`src/rtl/core/bcc_pkg.sv`:
```
// Package for the button click classifier: action codes, register indexes,
// configuration and tracking state types. No dependencies.

package bcc_pkg;

   localparam int unsigned TimeWidth  = 32;
   localparam int unsigned CfgWidth   = 16;
   localparam int unsigned CsrIdxWidth = 2;

   typedef enum logic [2:0] {
      ACT_NONE   = 3'd0,
      ACT_SINGLE = 3'd1,
      ACT_DOUBLE = 3'd2,
      ACT_LONG   = 3'd3,
      ACT_HELD   = 3'd4
   } action_type;

   typedef enum logic [CsrIdxWidth-1:0] {
      CSR_DEBOUNCE = 2'd0,
      CSR_DOUBLE   = 2'd1,
      CSR_LONG     = 2'd2
   } csr_index_type;

   localparam logic [CfgWidth-1:0] DebounceReset = 16'd50;
   localparam logic [CfgWidth-1:0] DoubleReset   = 16'd300;
   localparam logic [CfgWidth-1:0] LongReset     = 16'd1000;

   localparam logic [1:0] CountMax = 2'd3;

   typedef struct packed {
      logic [CfgWidth-1:0] debounce_ms;
      logic [CfgWidth-1:0] double_click_ms;
      logic [CfgWidth-1:0] long_click_ms;
   } cfg_type;

   typedef struct packed {
      logic                 is_pressed;
      logic [TimeWidth-1:0] press_start_time;
      logic [TimeWidth-1:0] last_press_time;
      logic [1:0]           click_count;
      logic                 long_reported;
   } state_type;

endpackage

```
`src/rtl/core/bcc_req_if.sv`:
```
// Poll channel: valid/ready handshake carrying a timestamp and button level.
// Depends on bcc_pkg.

interface bcc_req_if import bcc_pkg::*; ();
   logic                 valid;
   logic                 ready;
   logic [TimeWidth-1:0] now_ms;
   logic                 pressed_level;

   modport source (output valid, output now_ms, output pressed_level, input ready);
   modport sink   (input valid, input now_ms, input pressed_level, output ready);
endinterface

```
`src/rtl/core/bcc_rsp_if.sv`:
```
// Result channel: valid/ready handshake carrying the classified action.
// Depends on bcc_pkg.

interface bcc_rsp_if import bcc_pkg::*; ();
   logic       valid;
   logic       ready;
   action_type action;

   modport source (output valid, output action, input ready);
   modport sink   (input valid, input action, output ready);
endinterface

```
`src/rtl/core/bcc_csr.sv`:
```
// Configuration registers of the click classifier, written through a plain
// write port. Depends on bcc_pkg.

module bcc_csr import bcc_pkg::*; (
   input  logic                   clock,
   input  logic                   reset,
   input  logic                   csr_we,
   input  logic [CsrIdxWidth-1:0] csr_index,
   input  logic [CfgWidth-1:0]    csr_wdata,
   output cfg_type                cfg
);

   cfg_type cfg_ff;
   cfg_type cfg_in;

   always_comb begin
      cfg_in = cfg_ff;
      if (csr_we) begin
         unique case (csr_index)
            CSR_DEBOUNCE: cfg_in.debounce_ms     = csr_wdata;
            CSR_DOUBLE:   cfg_in.double_click_ms = csr_wdata;
            CSR_LONG:     cfg_in.long_click_ms   = csr_wdata;
            default:      cfg_in = cfg_ff;
         endcase
      end
   end

   always_ff @(posedge clock) begin
      if (reset) begin
         cfg_ff.debounce_ms     <= DebounceReset;
         cfg_ff.double_click_ms <= DoubleReset;
         cfg_ff.long_click_ms   <= LongReset;
      end else begin
         cfg_ff <= cfg_in;
      end
   end

   assign cfg = cfg_ff;

endmodule

```
`src/rtl/core/bcc_step.sv`:
```
// Next-state and action logic for one poll: edge tracking then classification.
// Purely combinational. Depends on bcc_pkg.

module bcc_step import bcc_pkg::*; (
   input  cfg_type              cfg,
   input  state_type            cur,
   input  logic [TimeWidth-1:0] now_ms,
   input  logic                 pressed_level,
   output state_type            nxt,
   output action_type           action
);

   logic [TimeWidth-1:0] since;
   logic [TimeWidth-1:0] held_for;
   logic [TimeWidth-1:0] gap;
   logic                 past_debounce;
   state_type            trk;

   always_comb begin
      since         = now_ms - cur.last_press_time;
      past_debounce = since > {16'd0, cfg.debounce_ms};

      // Edge tracking.
      trk = cur;
      if (pressed_level && !cur.is_pressed && past_debounce) begin
         trk.is_pressed       = 1'b1;
         trk.press_start_time = now_ms;
         trk.last_press_time  = now_ms;
         if (since < {16'd0, cfg.double_click_ms}) begin
            if (cur.click_count != CountMax) begin
               trk.click_count = cur.click_count + 2'd1;
            end
         end else begin
            trk.click_count = 2'd1;
         end
      end else if (!pressed_level && cur.is_pressed && past_debounce) begin
         trk.is_pressed = 1'b0;
      end

      held_for = now_ms - trk.press_start_time;
      gap      = now_ms - trk.last_press_time;

      // Classification on the tracked state.
      nxt    = trk;
      action = ACT_NONE;
      priority if (trk.is_pressed) begin
         if (held_for > {16'd0, cfg.long_click_ms}) begin
            if (!trk.long_reported) begin
               nxt.long_reported = 1'b1;
               action            = ACT_LONG;
            end else begin
               action = ACT_HELD;
            end
         end
      end else if (trk.long_reported) begin
         nxt.long_reported = 1'b0;
         nxt.click_count   = 2'd0;
      end else if (trk.click_count == 2'd1 && gap > {16'd0, cfg.double_click_ms}) begin
         nxt.click_count = 2'd0;
         action          = ACT_SINGLE;
      end else if (trk.click_count == 2'd2) begin
         nxt.click_count = 2'd0;
         action          = ACT_DOUBLE;
      end else begin
         // Released with nothing to report: the state stays as tracked.
      end
   end

endmodule

```
`src/rtl/core/button_click_classifier_core.sv`:
```
// Button click classifier: classifies each timestamped poll as no action,
// single, double or long click, or held, via input and result registers;
// one item per cycle if results are taken. Reset is synchronous, active high.
// Depends on bcc_pkg, bcc_req_if, bcc_rsp_if, bcc_csr and bcc_step.

module button_click_classifier_core import bcc_pkg::*; (
   input  logic                   clock,
   input  logic                   reset,
   bcc_req_if.sink                req_ch,
   bcc_rsp_if.source              rsp_ch,
   input  logic                   csr_we,
   input  logic [CsrIdxWidth-1:0] csr_index,
   input  logic [CfgWidth-1:0]    csr_wdata
);

   // An accepted item is first captured in the input register. Once the result
   // slot is free the step logic classifies it against the tracking state, which is
   // updated in that same edge as the action is written to the result
   // register. The following item therefore always sees the state left by
   // the one before it, even when items arrive in every cycle.
   //
   // The result register frees its slot whenever the sink takes the item,
   // and the input register moves on whenever the result slot is free, so
   // the pipeline runs at full rate under no back-pressure and stalls
   // cleanly when the sink holds ready low.

   cfg_type              cfg;
   state_type            state_ff;
   state_type            state_in;
   action_type           step_action;

   logic                 in_valid_ff;
   logic [TimeWidth-1:0] now_ff;
   logic                 level_ff;

   logic                 out_valid_ff;
   action_type           action_ff;

   logic                 out_free;
   logic                 step_fire;
   logic                 req_fire;

   bcc_csr u_csr (
      .clock     (clock),
      .reset     (reset),
      .csr_we    (csr_we),
      .csr_index (csr_index),
      .csr_wdata (csr_wdata),
      .cfg       (cfg)
   );

   bcc_step u_step (
      .cfg           (cfg),
      .cur           (state_ff),
      .now_ms        (now_ff),
      .pressed_level (level_ff),
      .nxt           (state_in),
      .action        (step_action)
   );

   // Handshake control: the result slot is free when empty or being taken.
   assign out_free     = !out_valid_ff || rsp_ch.ready;
   assign step_fire    = in_valid_ff && out_free;
   assign req_ch.ready = !in_valid_ff || out_free;
   assign req_fire     = req_ch.valid && req_ch.ready;

   // Input register.
   always_ff @(posedge clock) begin
      if (reset) begin
         in_valid_ff <= 1'b0;
      end else if (req_ch.ready) begin
         in_valid_ff <= req_ch.valid;
      end
   end

   always_ff @(posedge clock) begin
      if (req_fire) begin
         now_ff   <= req_ch.now_ms;
         level_ff <= req_ch.pressed_level;
      end
   end

   // Tracking state only advances when an item is actually classified.
   always_ff @(posedge clock) begin
      if (reset) begin
         state_ff <= '0;
      end else if (step_fire) begin
         state_ff <= state_in;
      end
   end

   // Result register.
   always_ff @(posedge clock) begin
      if (reset) begin
         out_valid_ff <= 1'b0;
      end else if (out_free) begin
         out_valid_ff <= in_valid_ff;
      end
   end

   always_ff @(posedge clock) begin
      if (step_fire) begin
         action_ff <= step_action;
      end
   end

   assign rsp_ch.valid  = out_valid_ff;
   assign rsp_ch.action = action_ff;

   // A held report can only follow once the long click has been recorded.
   a_held_state: assert property (@(posedge clock) disable iff (reset)
      (step_fire && step_action == ACT_HELD)
      |=> (state_ff.is_pressed && state_ff.long_reported))
      else $error("held reported without a recorded long click");

   // Reporting a long click records it so it is given only once per press.
   a_long_once: assert property (@(posedge clock) disable iff (reset)
      (step_fire && step_action == ACT_LONG) |=> state_ff.long_reported)
      else $error("long click not recorded after being reported");

   // Single and double click reports clear the click count.
   a_count_clear: assert property (@(posedge clock) disable iff (reset)
      (step_fire && (step_action == ACT_SINGLE || step_action == ACT_DOUBLE))
      |=> (state_ff.click_count == 2'd0))
      else $error("click count not cleared after a click report");

   // A result only appears when an item sat in the input register.
   a_result_source: assert property (@(posedge clock) disable iff (reset)
      $rose(out_valid_ff) |-> $past(in_valid_ff))
      else $error("result appeared without an item in flight");

endmodule

```
`src/flat_wrapper.sv`:
```
// flat-port wrapper written by rule: the top's interface ports become plain ports
module button_click_classifier_core_flat import bcc_pkg::*;
  (clock, reset, csr_we, csr_index, csr_wdata, req_ch_valid, req_ch_now_ms, req_ch_pressed_level, req_ch_ready, rsp_ch_valid, rsp_ch_action, rsp_ch_ready);
  bcc_req_if req_ch_i ();
  bcc_rsp_if rsp_ch_i ();
  input  logic clock;
  input  logic reset;
  input  logic csr_we;
  input  logic [CsrIdxWidth-1:0] csr_index;
  input  logic [CfgWidth-1:0] csr_wdata;
  input wire logic [$bits(req_ch_i.valid)-1:0] req_ch_valid;
  input wire logic [$bits(req_ch_i.now_ms)-1:0] req_ch_now_ms;
  input wire logic [$bits(req_ch_i.pressed_level)-1:0] req_ch_pressed_level;
  output wire logic [$bits(req_ch_i.ready)-1:0] req_ch_ready;
  output wire logic [$bits(rsp_ch_i.valid)-1:0] rsp_ch_valid;
  output wire logic [$bits(rsp_ch_i.action)-1:0] rsp_ch_action;
  input wire logic [$bits(rsp_ch_i.ready)-1:0] rsp_ch_ready;
  assign req_ch_i.valid = req_ch_valid;
  assign req_ch_i.now_ms = req_ch_now_ms;
  assign req_ch_i.pressed_level = req_ch_pressed_level;
  assign req_ch_ready = req_ch_i.ready;
  assign rsp_ch_valid = rsp_ch_i.valid;
  assign rsp_ch_action = rsp_ch_i.action;
  assign rsp_ch_i.ready = rsp_ch_ready;
  button_click_classifier_core u_core (.clock(clock), .reset(reset), .req_ch(req_ch_i), .rsp_ch(rsp_ch_i), .csr_we(csr_we), .csr_index(csr_index), .csr_wdata(csr_wdata));
endmodule
```
`config.mk`:
```
export PLATFORM = sky130hd
export DESIGN_NAME = button_click_classifier_core_flat
export DESIGN_NICKNAME = d
export VERILOG_FILES = /design/src/rtl/core/bcc_pkg.sv /design/src/rtl/core/bcc_req_if.sv /design/src/rtl/core/bcc_rsp_if.sv /design/src/rtl/core/bcc_csr.sv /design/src/rtl/core/bcc_step.sv /design/src/rtl/core/button_click_classifier_core.sv /design/src/flat_wrapper.sv
export SDC_FILE = /design/constraint.sdc
export NUM_CORES = 1
export LEC_CHECK = 0
export BUFFER_PORTS_ARGS = -buffer_cell sky130_fd_sc_hd__buf_2
export CORE_UTILIZATION = 50
export DETAILED_ROUTE_END_ITERATION = 10
export HOLD_SLACK_MARGIN = 0.05
export MAX_ROUTING_LAYER = met4
export PLACE_DENSITY = 0.66
export SYNTH_ARGS = -nofsm -noshare
export SYNTH_HDL_FRONTEND = slang
export SYNTH_SLANG_ARGS = --single-unit
```
`constraint.sdc`:
```
create_clock -name clock -period 11.3 [get_ports clock]
set_input_delay 1.13 -clock clock [delete_from_list [all_inputs] [get_ports clock]]
set_output_delay 1.13 -clock clock [all_outputs]
set_load 0.02 [all_outputs]
```
==> run summary, run 1 <==
The flow ran to the end, and the final reports show no timing, DRC or antenna violations. Setup repair after global routing left no endpoint under its margin. Entering global routing, the biggest net connects 94 pins.

Counting instances, the worst hold path has a depth of 2. The floorplan has 58 rows. The source-to-sink clock delay at the later pin of the worst-skew pair is 430 ps.

STA classifies the critical path endpoint as a flip-flop. The share of synthesized registers carrying an async set or reset came out at 0. The number of synthesis warnings came out at 0. The worst hold path terminates at u_core.state_ff[50]. In this run the power density over the cells is 128 nW/µm².

For this run, design rule violations remaining after detail routing come to 0. The CTS clock-pin slew for the worst setup and hold paths is 70 ps. The area taken by multi-input logic gates is 8800 µm². The total count of max-transition violations in the final report came out at 0. TritonCTS built the clock tree. The first global-routing pass estimated just under 60,000 µm of wire. The total I/O pin count is 61.

STA classifies the critical path startpoint as a flip-flop. The worst-case register-to-register setup slack is 1150 ps. The total routing resource utilization after global routing is 0.291. The path depth of the worst reg2reg path came out at 40. The number of nets at the end of the flow came out at 1,885. The initial cell density of the core came out at 0.511. The root buffer cell chosen for the clock tree is sky130_fd_sc_hd__clkbuf_16.

The count of cell types in the netlist came out at 85. The share of synthesized area in the top cell type comes to 0.183. The fmax came out at just under 100 MHz. The cell area after technology mapping came out at ~13,000 µm². The ratio of routed vias to standard cells came out at 5.97. The share of the yosys chip area belonging to registers came out at 0.267. The cell type with the largest total area after synthesis is sky130_fd_sc_hd__dfxtp_1. The worst hold path begins at u_core.state_ff[50]. The relative slew slack came out at 0.225. The synthesized netlist cell count is 1,647.

Of all nets on the critical path, the largest fanout is 19. In this run, synthesis produced a sequential element count of ~150. The arrival time of the worst setup path came out at between 10,000 and 15,000 ps. The average routed wire per standard cell came out at 18.1 µm. The number of global-route vias before repair is 11,100. The via count of the routed design is 12,000. The clock passes through at most 2 buffers. The critical path's largest stage delay came out at 780 ps. The detailed router's first-iteration violation count is 939. The transition time of the tightest slew-check pin is 1130 ps.

The start of the worst register-to-register path is u_core.now_ff[3]. The first-pass iteration count of the detailed router is 5. The area of the die came out at ~26,000 µm². The number of gates resized after CTS was 0. The static leakage is about 5.8 nW. The TritonCTS sink count came out at 154.

The total of fill cells in the finished design came out at 2,410. Each instance of the synthesized netlist takes up on average 7.84 µm². The buffers inserted during post-CTS setup optimization is 0. The most used flip-flop cell after synthesis is sky130_fd_sc_hd__dfxtp_1. The critical-path cell with the highest stage delay is sky130_fd_sc_hd__a2111oi_0. The endpoint of the worst register-to-register path is u_core.rsp_ch.action[0]. The total area inside the core boundary comes to ~25,000 µm². The final critical path time including I/O delays and setup is 10,150 ps. The count of buffers added on input and output ports is 60. The overall overflow remaining after global route came out at 0.

Counting every net in the synthesized netlist gives 1,859. Dividing the final minimum period by the clock period gives 0.898. By area the synthesized netlist is led by sky130_fd_sc_hd__dfxtp_1 18%, sky130_fd_sc_hd__ha_1 15%, sky130_fd_sc_hd__a21oi_1 8.4%, sky130_fd_sc_hd__edfxtp_1 8.4%, sky130_fd_sc_hd__nand2_1 7.3%.

The number of hold-slack violations in the final timing report is 0. The setup TNS after final layout is 0 ps. The peak supply drop is ~0.1 mV.

The detailed placer's ending HPWL is 29,000 µm. Data on the critical path is required at its endpoint by roughly 11,000 ps. In this run, synthesis inferred 36 flip-flops with an integrated enable. The flip-flop and latch area is 3440 µm². The total of max-cap violations came out at 0. Measured along the y axis, the die boundary spans 163 µm. The type of the worst min-delay path is flip-flop to flip-flop.

The critical path in this run is classified as flip-flop to flip-flop. The area growth from synthesis to layout came out at 8.87%. The hold buffer count at cts came out at 0. The final-report setup violation count is 0. The die width came out at between 150 and 200 µm.

For this run, the share of the core covered by cells in the final layout is 0.556. The number of antenna diodes in the final layout is 0. The remaining number of nets flagged by the antenna check after routing is 0.

The total wire length came out at around 37,000 µm. The total clock buffers created by CTS is 17. The H-tree was split into 4 levels.

For the final database, setup skew stands at 13.7 ps. The last weighted congestion value of the routability-driven placer is about 0.96. The fraction of final layout cells sized beyond drive strength 1 is 0.0694. The initial antenna violation count is 0.
==> report_power, final <==
part / switching [mW] / internal [mW] / leakage [nW]
combinational: 0.354 / 0.250 / 4.18
sequential: 0.0270 / 0.587 / 1.31
clock: 0.261 / 0.325 / 0.292
total: 0.641 / 1.16 / 5.78
==> worst max-delay path: cells and delay by family (launching register included) <==
kind | cells | cell delay (ps)
adder cells (fa/ha/maj) | 4 | 1250
multiplexers | 1 | 230
AO/OA/AOI/OAI | 20 | 5250
AND/OR/NAND/NOR | 12 | 1890
flip-flops | 1 | 490
XOR/XNOR | 2 | 310
buffers and inverters | 1 | 400
==> worst max path at each step <==
stage | startpoint | end | slack, ps
floorplan | u_core.now_ff[1] | u_core.rsp_ch.action[0] | 2270
detailed placement | u_core.now_ff[6] | u_core.rsp_ch.action[0] | 1280
global route | u_core.now_ff[6] | u_core.rsp_ch.action[0] | 280
CTS | u_core.now_ff[6] | u_core.rsp_ch.action[0] | 1210
global placement | u_core.now_ff[6] | u_core.rsp_ch.action[0] | 1500
finish | u_core.now_ff[3] | u_core.rsp_ch.action[0] | 1150
==> per-stage QoR <==
stage | power (mW) | hold WS (ps) | worst slack, ps | instances | area [µm²]
2_1_floorplan | 1.07 | 436 | 2270 | 1647 | 12900
6_report | 1.80 | 454 | 1150 | 2016 | 14000
3_3_place_gp | 1.21 | 441 | 1500 | 1984 | 13500
5_1_grt | 1.91 | 474 | 275 | 2016 | 14000
3_5_place_dp | 1.22 | 448 | 1280 | 1984 | 13500
4_1_cts | 1.80 | 458 | 1210 | 2016 | 14000
==> per-layer routing <==
layer | vias up | global-route usage | share of wire
li1 | 5951 | - | -
met1 | 5698 | 0.422 | 0.50
met2 | 347 | 0.425 | 0.42
met3 | 43 | 0.0415 | 0.060
met4 | 0 | 0.0595 | 0.012
met5 | - | - | 0
==> layout make-up <==
cell class                      instances  share of cell area
Clock inverter                         14              0.0103
Tap cell                              330              0.0294
Clock buffer                           18              0.0321
Timing Repair Buffer                   67              0.0253
Inverter                              118              0.0315
Sequential cell                       154               0.245
Multi-Input combinational cell       1315               0.626
==> cell families (layout without fill, tap and decap cells) <==
logic type	after synthesis	in the layout	share of synthesized area
compound gates	484	484	0.236
buf+inv	178	217	0.0524
flops	154	154	0.267
simple gates	554	554	0.204
fa+ha+maj	157	157	0.154
mux	61	61	0.0473
xor+xnor	59	59	0.0400
==> cell usage after synthesis, drive strengths merged (9+ instances only) <==
library cell,count
dfxtp,118
and2,12
nand4,19
a31oi,15
nand2b,31
nand2,252
edfxtp,36
a21o,34
ha,153
nor4,11
a21oi,218
and3,9
xnor2,38
clkbuf,54
o21bai,11
xor2,21
nor3,30
a211oi,12
mux2i,61
o21a,35
nor2b,29
o21ai,74
a211o,15
nand3,29
inv,118
nor2,92
==> cells in the final DEF (no fill, tap or decap), types with 5 or more instances in the layout <==
cell type	count
sky130_fd_sc_hd__a211o_1	15
sky130_fd_sc_hd__a211oi_1	11
sky130_fd_sc_hd__a21o_1	34
sky130_fd_sc_hd__a21oi_1	217
sky130_fd_sc_hd__a31oi_1	14
sky130_fd_sc_hd__and2_1	12
sky130_fd_sc_hd__and3_1	8
sky130_fd_sc_hd__and4_1	5
sky130_fd_sc_hd__buf_2	59
sky130_fd_sc_hd__buf_4	8
sky130_fd_sc_hd__clkbuf_16	18
sky130_fd_sc_hd__dfxtp_1	118
sky130_fd_sc_hd__edfxtp_1	36
sky130_fd_sc_hd__ha_1	153
sky130_fd_sc_hd__inv_1	118
sky130_fd_sc_hd__inv_6	6
sky130_fd_sc_hd__mux2i_1	61
sky130_fd_sc_hd__nand2_1	252
sky130_fd_sc_hd__nand2b_1	31
sky130_fd_sc_hd__nand3_1	28
sky130_fd_sc_hd__nand4_1	19
sky130_fd_sc_hd__nor2_1	91
sky130_fd_sc_hd__nor2b_1	28
sky130_fd_sc_hd__nor3_1	30
sky130_fd_sc_hd__nor3b_1	7
sky130_fd_sc_hd__nor4_1	10
sky130_fd_sc_hd__o211ai_1	7
sky130_fd_sc_hd__o21a_1	35
sky130_fd_sc_hd__o21ai_0	57
sky130_fd_sc_hd__o21ai_1	16
sky130_fd_sc_hd__o21bai_1	11
sky130_fd_sc_hd__o22ai_1	5
sky130_fd_sc_hd__o31ai_1	6
sky130_fd_sc_hd__or3_1	8
sky130_fd_sc_hd__xnor2_1	38
sky130_fd_sc_hd__xor2_1	21
==> state kept, by name (all words and copies together) (netlist names) <==
register and cells:
u_core.state_ff 68, u_core.u_csr.cfg 48, u_core.now_ff 32, u_core.rsp_ch.action 3, u_core.in_valid_ff 1, u_core.level_ff 1
u_core.rsp_ch.valid 1
Note: power is estimated with default switching activity, not from simulation.
==> run 2, diff against run 1 <==
--- a/config.mk
+++ b/config.mk
@@ -6,11 +6,12 @@
 export NUM_CORES = 1
 export LEC_CHECK = 0
 export BUFFER_PORTS_ARGS = -buffer_cell sky130_fd_sc_hd__buf_2
-export CORE_UTILIZATION = 50
+export CORE_UTILIZATION = 33
 export DETAILED_ROUTE_END_ITERATION = 10
 export HOLD_SLACK_MARGIN = 0.05
 export MAX_ROUTING_LAYER = met4
-export PLACE_DENSITY = 0.66
+export PLACE_DENSITY = 0.47
 export SYNTH_ARGS = -nofsm -noshare
 export SYNTH_HDL_FRONTEND = slang
+export SYNTH_HIERARCHICAL = 1
 export SYNTH_SLANG_ARGS = --single-unit
==> run summary, run 2 <==
The total of max-cap violations came to 0 (unchanged). The final critical path time including I/O delays and setup was 10,500 ps (+354 ps). The net count after synthesis was 1,982 (+6.6%). STA classifies the critical path startpoint as a flip-flop. The biggest area contributor in the post-synthesis netlist is sky130_fd_sc_hd__dfxtp_1. The element type at the critical path end is a flip-flop. The overall die height came to 210 µm (+29%). The most frequently used cell type in the post-synthesis netlist is sky130_fd_sc_hd__nand2b_1. The maximum number of pins on one net before global-route repair came out at 130 (+38%). The ratio of routed vias to standard cells was 5.36 (-10%). The remaining number of nets flagged by the antenna check after routing came out at 0 (unchanged).

The arrival time of the worst setup path was 10,710 ps (+380 ps). The TritonCTS sink count is 154 (unchanged). The CTS clock-pin slew for the worst setup and hold paths came to 70 ps (about the same). In this run the clock root is driven by a sky130_fd_sc_hd__clkbuf_16. The H-tree level count came to 4 (unchanged).

The fmax came out at 95.2 MHz (-3.4%). After synthesis, the cell types taking the most area are sky130_fd_sc_hd__dfxtp_1 17%, sky130_fd_sc_hd__ha_1 13%, sky130_fd_sc_hd__mux2i_1 10%, sky130_fd_sc_hd__nand2b_1 9.3%, sky130_fd_sc_hd__edfxtp_1 7.6%. In the layout the commonest cells are 211 x sky130_fd_sc_hd__nand2b_1, 168 x sky130_fd_sc_hd__inv_1, 153 x sky130_fd_sc_hd__ha_1.

The total inserted antenna cells was 0 (unchanged). The mean post-synth cell area was 8.05 µm² (+2.7%). The static leakage is 6.64 nW (+15%).

The critical-path cell with the highest stage delay is sky130_fd_sc_hd__a2111oi_1. The initial antenna violation count came out at 1 (+1). The share of synthesized registers carrying an async set or reset is 0 (unchanged). The fraction of final layout cells sized beyond drive strength 1 came out at 0.0754 (+0.00599). The number of hold-slack violations in the final timing report was 0 (unchanged). The cell area after technology mapping was 14,200 µm² (+10%).

The number of flip-flops in the largest register is 68 (unchanged). The relative slew slack came to 0.241 (+0.0167). The area growth from synthesis to layout is 10.2%.

The share of the yosys chip area belonging to registers is 0.242 (-0.0251). The critical path in this run is classified as flip-flop to flip-flop. The global-route wire length before repair came to 67,600 µm (+15%). The overall overflow remaining after global route is 0 (unchanged). The critical path's largest stage delay is 430 ps (-350 ps). The first-pass iteration count of the detailed router is 5 (unchanged). The number of buffers between clock root and the deepest sink came to 2 (unchanged).

The kind of cell with the highest combined delay along the critical path is compound AO/OA/AOI/OAI gates. The average routed wire per standard cell is 18.6 µm (+2.3%). The area of the die came out at 44,000 µm² (+66%). The worst-case register-to-register setup slack is 800 ps (-350 ps). The source-to-sink clock delay at the later pin of the worst-skew pair is 460 ps (+30 ps). The number of buffer and inverter instances along the worst setup path came out at 3 (+2). The placement row count came out at 75 (+29%).

The register bank with the most flops is u_core/state_ff. The number of synthesis warnings is 6 (+6). The run finished with clean final reports. The number of nets at the end of the flow is 2,003 (+6.3%). The top cell type's share of synthesized area is 0.166 (-0.0172). The total power was 1.89 mW (+4.7%). The number of I/O port buffers was 60 (unchanged). For this run, the leading register cell type out of synthesis is sky130_fd_sc_hd__dfxtp_1. The synthesized flop and latch total is 154 (unchanged). The transition time of the tightest slew-check pin is 1130 ps (-0.652 ps). The number of global-route vias before repair came out at 12,200 (+9.8%). In this run the worst hold path is classified as flip-flop to flip-flop.

The clock skew was 11.3 ps (-2.35 ps). The number of flops mapped to enable cells by yosys came out at 36 (unchanged). The maximum fanout along the worst path is 8 (-11). The via count of the routed design came out at 12,600 (+4.4%). The number of design rule violations left after detail routing is 0 (unchanged). The detailed placer's ending HPWL came to 34,000 µm (+17%). The area of the core region is 42,200 µm² (+67%). The hold buffer count at cts came out at 0 (unchanged). The required time of the worst setup path came out at 11,510 ps (+30 ps).

Leaving out fill and tap cells, the most frequent cell in the layout is sky130_fd_sc_hd__nand2b_1. The last weighted congestion value of the routability-driven placer was 0.886 (-7.8%). The total wire length is 43,500 µm (+19%). The total clock buffers created by CTS is 17 (unchanged). The total of fill cells in the finished design is 4,444 (+84%). The core utilization of the finished layout is 0.372 (-0.185). The synthesized netlist cell count came out at 1,770 (+7.5%). The initial cell density of the core is 0.337 (-0.174). The count of cell types in the netlist came to 83 (-2.4%). The die width is 210 µm (+29%). Sorting the synthesized cells by how often they occur yields 211 x sky130_fd_sc_hd__nand2b_1, 168 x sky130_fd_sc_hd__inv_1, 153 x sky130_fd_sc_hd__ha_1, 147 x sky130_fd_sc_hd__mux2i_1, 129 x sky130_fd_sc_hd__a21oi_1. The detailed router's first-iteration violation count is 773 (-18%). The total routing resource utilization after global routing came out at 0.206 (-0.0851).

The peak supply drop came out at 0.118 mV (+15%). Counting stages on the worst path, the most repeated cell is sky130_fd_sc_hd__a21oi_1. The total count of max-transition violations in the final report came out at 0 (unchanged). TritonCTS built the clock tree. The total I/O pin count came out at 61 (unchanged).

The final critical-path share of the clock period is 0.929 (+0.0313). The ratio of total power to cell area was 120 nW/µm² (-6.2%). The final-report setup violation count came out at 0 (unchanged).
run 2: cell types whose count changed after synthesis, sizes merged, moves of 14 or more:
cell | before | now
a21oi | 218 | 131
nand2 | 252 | 105
mux2i | 61 | 147
buf | 6 | 22
nor2 | 92 | 127
inv | 118 | 168
o21ai | 74 | 89
nand2b | 31 | 211
a211o | 15 | 1
run 2: cells by family after synthesis:
group,after synthesis,synth area share
buffers and inverters,241,0.0678
flip-flops,154,0.242
AO/OA/AOI/OAI,418,0.191
AND/OR/NAND/NOR,597,0.222
multiplexers,148,0.104
XOR/XNOR,54,0.0332
adder cells (fa/ha/maj),158,0.140
run 2: worst paths after layout:
path / startpoint / endpoint / cells after the start
max: u_core/now_ff[0] / u_core/rsp_ch.action[1] / 46
min: u_core/state_ff[30] / u_core/state_ff[30] / 2
max reg2reg: u_core/now_ff[0] / u_core/rsp_ch.action[1] / 46
min reg2reg: u_core/state_ff[30] / u_core/state_ff[30] / 2
run 2: per-stage QoR:
stage | setup TNS, ps | instance area (µm²) | cells | setup WS, ps | hold slack [ps]
CTS | 0 | 15600 | 2341 | 278 | 475
global route | -3.20 | 15700 | 2343 | -3.20 | 494
global placement | 0 | 15000 | 2309 | 534 | 457
floorplan | 0 | 14200 | 1770 | 2020 | 446
finish | 0 | 15700 | 2343 | 800 | 471
detailed placement | 0 | 15000 | 2309 | 357 | 460
run 2: worst min-delay path: cells and delay by family (launching register included):
family	cells	cell delay [ps]
DFF	1	310
muxes	1	50
and+or+nand+nor	1	60
run 2: final cells by class:
class,instances,area [µm²],share of cell area
repair buffers,75,423,0.0269
flip-flops and latches,154,3440,0.219
well taps,539,674,0.0430
multi-input cells,1375,9900,0.631
clock buffers,24,515,0.0328
inverters,168,631,0.0402
clock inverters,8,104,0.00662
run 2: report_power, final:
part           leakage (nW)  switching, mW  internal, mW  total (mW)
Clock                 0.300          0.256         0.366       0.622
Combinational          5.03          0.386         0.267       0.653
Sequential             1.31         0.0261         0.588       0.614
run 2: layer usage:
metal / global-route usage / part of all wire / vias up
met5: - / 0 / -
met4: 0.0657 / 0.020 / 0
met3: 0.0220 / 0.033 / 47
li1: - / - / 6261
met2: 0.324 / 0.45 / 261
met1: 0.274 / 0.50 / 5999
run 2: timing repair:
item / 4_1_cts / 5_1_grt
endpoints found under the setup margin: 0 / 5
gates resized for setup: 0 / 10
buffers inserted: 0 / 2
==> run 3, diff against run 2 <==
--- a/config.mk
+++ b/config.mk
@@ -10,7 +10,7 @@
 export DETAILED_ROUTE_END_ITERATION = 10
 export HOLD_SLACK_MARGIN = 0.05
 export MAX_ROUTING_LAYER = met4
-export PLACE_DENSITY = 0.47
+export PLACE_DENSITY = 0.48
 export SYNTH_ARGS = -nofsm -noshare
 export SYNTH_HDL_FRONTEND = slang
 export SYNTH_HIERARCHICAL = 1
==> run summary, run 3 (synthesis gave the netlist of run 2 again) <==
The flow ran to the end, and the final reports show no timing, DRC or antenna violations. The number of nets at the end of the flow is 2,002 (-0.050%). The post-placement setup slack is 238 ps (-118 ps). The die width is 210 µm (unchanged). The endpoint of the worst hold path is u_core/state_ff[25]. The ratio of routed vias to standard cells is 5.30 (-1.3%).

The endpoint identified for the worst register-to-register timing path is u_core/rsp_ch.action[1]. Among all stages on the critical path, the largest delay is contributed by sky130_fd_sc_hd__edfxtp_1. The area of the die came to 44,000 µm² (unchanged). The total inserted antenna cells came out at 0 (unchanged). The total power came out at 1.89 mW (-0.13%).

The worst setup path is launched from a flip-flop. Setup repair after global routing left no endpoint under its margin. The maximum number of pins on one net before global-route repair is 122 (-6.2%). The final standard cell count with taps included and fillers excluded is 2,342 (-0.043%).

The final critical path time including I/O delays and setup was 10,580 ps (+83.1 ps). The total clock buffers created by CTS is 17 (unchanged). The worst hold slack is 474 ps (+3.36 ps). The static leakage came out at 6.63 nW (about the same). The cell depth of the worst min-delay path came out at 2 (unchanged). The source-to-sink clock delay at the later pin of the worst-skew pair came out at 460 ps (about the same). The overall die height is 210 µm (unchanged). The buffers inserted during post-CTS setup optimization is 0 (unchanged). The number of I/O port buffers came to 60 (unchanged). More flip-flops sit in one register than any other, and that register is u_core/state_ff. The relative slew slack came out at 0.161 (-0.0806). The worst-case register-to-register setup slack came out at 720 ps (-80 ps). The average routed wire per standard cell came out at 18.2 µm (-2.1%). In this run the critical register-to-register path is launched from u_core/now_ff[1]. The worst setup margin came out at 717 ps (-83.1 ps).

In this run the most critical hold path is launched from u_core/state_ff[25]. The maximum fanout along the worst path came out at 12 (+4). The post-cts resize count came to 0 (unchanged).

The total count of max-transition violations in the final report was 0 (unchanged). The transition time of the tightest slew-check pin came out at 1230 ps (+94.2 ps). The critical path's largest stage delay is 490 ps (+60 ps). The fmax is 94.5 MHz (-0.79%). The area growth from synthesis to layout came out at 9.95%. The detailed placer's ending HPWL is 33,500 µm (-1.6%). The path depth of the worst reg2reg path is 45 (-2.2%).

Leaving out fill and tap cells, the most frequent cells in the layout are 211 x sky130_fd_sc_hd__nand2b_1, 168 x sky130_fd_sc_hd__inv_1, 153 x sky130_fd_sc_hd__ha_1. The TritonCTS clock tree is done. The final-report setup violation count is 0 (unchanged). The last weighted congestion value of the routability-driven placer is 0.916 (+3.3%). The final critical-path share of the clock period came out at 0.937 (+0.00736). The H-tree level count was 4 (unchanged).

The number of hold-slack violations in the final timing report was 0 (unchanged). The number of placed instances with taps included is 2,310 (+0.043%). STA classifies the critical path endpoint as a flip-flop.

The number of design rule violations left after detail routing was 0 (unchanged). The ratio of total power to cell area is 120 nW/µm² (about the same). The overall overflow remaining after global route is 0 (unchanged).

The first-pass iteration count of the detailed router is 5 (unchanged). The via count of the routed design came out at 12,400 (-1.3%). The total routing resource utilization after global routing is 0.202 (-0.00391). The number of flip-flops in the largest register is 68 (unchanged). The total wire length is 42,500 µm (-2.2%). The cell sitting at the root of the clock tree is a sky130_fd_sc_hd__clkbuf_16.

The number of global-route vias before repair came out at 11,900 (-2.4%). The type of the worst min-delay path is flip-flop to flip-flop. The total I/O pin count is 61 (unchanged).

The placement row count is 75 (unchanged). The setup TNS after final layout came out at 0 ps (unchanged). The TritonCTS sink count was 154 (unchanged). The CTS clock-pin slew for the worst setup and hold paths is 70 ps (about the same). The number of buffers between clock root and the deepest sink came out at 2 (unchanged).

The arrival time of the worst setup path came out at 10,800 ps (+90 ps). The remaining number of nets flagged by the antenna check after routing was 0 (unchanged). The hold buffer count at cts is 0 (unchanged). The global-route wire length before repair came out at 66,500 µm (-1.6%). Leaving out fill and tap cells, the most frequent cell in the layout is sky130_fd_sc_hd__nand2b_1. The clock skew came out at 8.23 ps (-3.09 ps). The fraction of final layout cells sized beyond drive strength 1 is 0.0754 (about the same). The initial antenna violation count is 0 (-1). The area of the core region came to 42,200 µm² (unchanged). The worst setup path is of the flip-flop to flip-flop kind. The total of max-cap violations was 0 (unchanged). The peak supply drop is 0.121 mV (+2.6%). The cell repeated most along the worst path is sky130_fd_sc_hd__a21oi_1. The required time of the worst setup path is 11,520 ps (about the same). The initial cell density of the core came out at 0.337 (unchanged).

The detailed router's first-iteration violation count is 723 (-6.5%).
[run 3: metrics by stage]
| stage | util | area, µm² |
|---|---|---|
| CTS | 0.370 | 15600 |
| detailed placement | 0.356 | 15000 |
| floorplan | - | 14200 |
| global placement | 0.356 | 15000 |
| finish | 0.371 | 15700 |
| global route | 0.371 | 15700 |
[run 3: layer usage]
metal	vias up	GRT usage	part of all wire
li1	6262	-	-
met1	5899	0.272	0.50
met2	209	0.320	0.46
met3	33	0.0184	0.027
met4	0	0.0591	0.015
met5	-	-	0
[run 3: how the worst max path moves through the flow]
| stage | start | to | slack [ps] |
|---|---|---|---|
| floorplan | u_core/now_ff[1] | u_core/rsp_ch.action[1] | 2020 |
| global placement | u_core/now_ff[1] | u_core/rsp_ch.action[1] | 460 |
| detailed placement | u_core/now_ff[1] | u_core/rsp_ch.action[1] | 240 |
| CTS | u_core/now_ff[1] | u_core/rsp_ch.action[1] | 200 |
| global route | u_core/now_ff[1] | u_core/rsp_ch.action[1] | 40 |
| finish | u_core/now_ff[1] | u_core/rsp_ch.action[1] | 720 |
[run 3: critical path: cells and delay by family (launching register included)]
| family | cells | cell delay [ps] |
|---|---|---|
| compound gates | 27 | 5980 |
| xor+xnor | 2 | 370 |
| fa+ha+maj | 4 | 1320 |
| buf+inv | 3 | 640 |
| flops | 1 | 490 |
| simple gates | 9 | 1560 |
[run 3: power by group]
part	switching [mW]	internal [mW]
Clock	0.254	0.373
Sequential	0.0244	0.588
Combinational	0.381	0.266
Total	0.659	1.23
[run 3: area by class of cell]
| class | count | area, µm² |
|---|---|---|
| Timing Repair Buffer | 74 | 415 |
| Sequential cell | 154 | 3440 |
| Clock inverter | 13 | 174 |
| Tap cell | 539 | 674 |
| Inverter | 168 | 631 |
| Clock buffer | 19 | 443 |
| Multi-Input combinational cell | 1375 | 9880 |
| Fill cell | 4399 | 26600 |
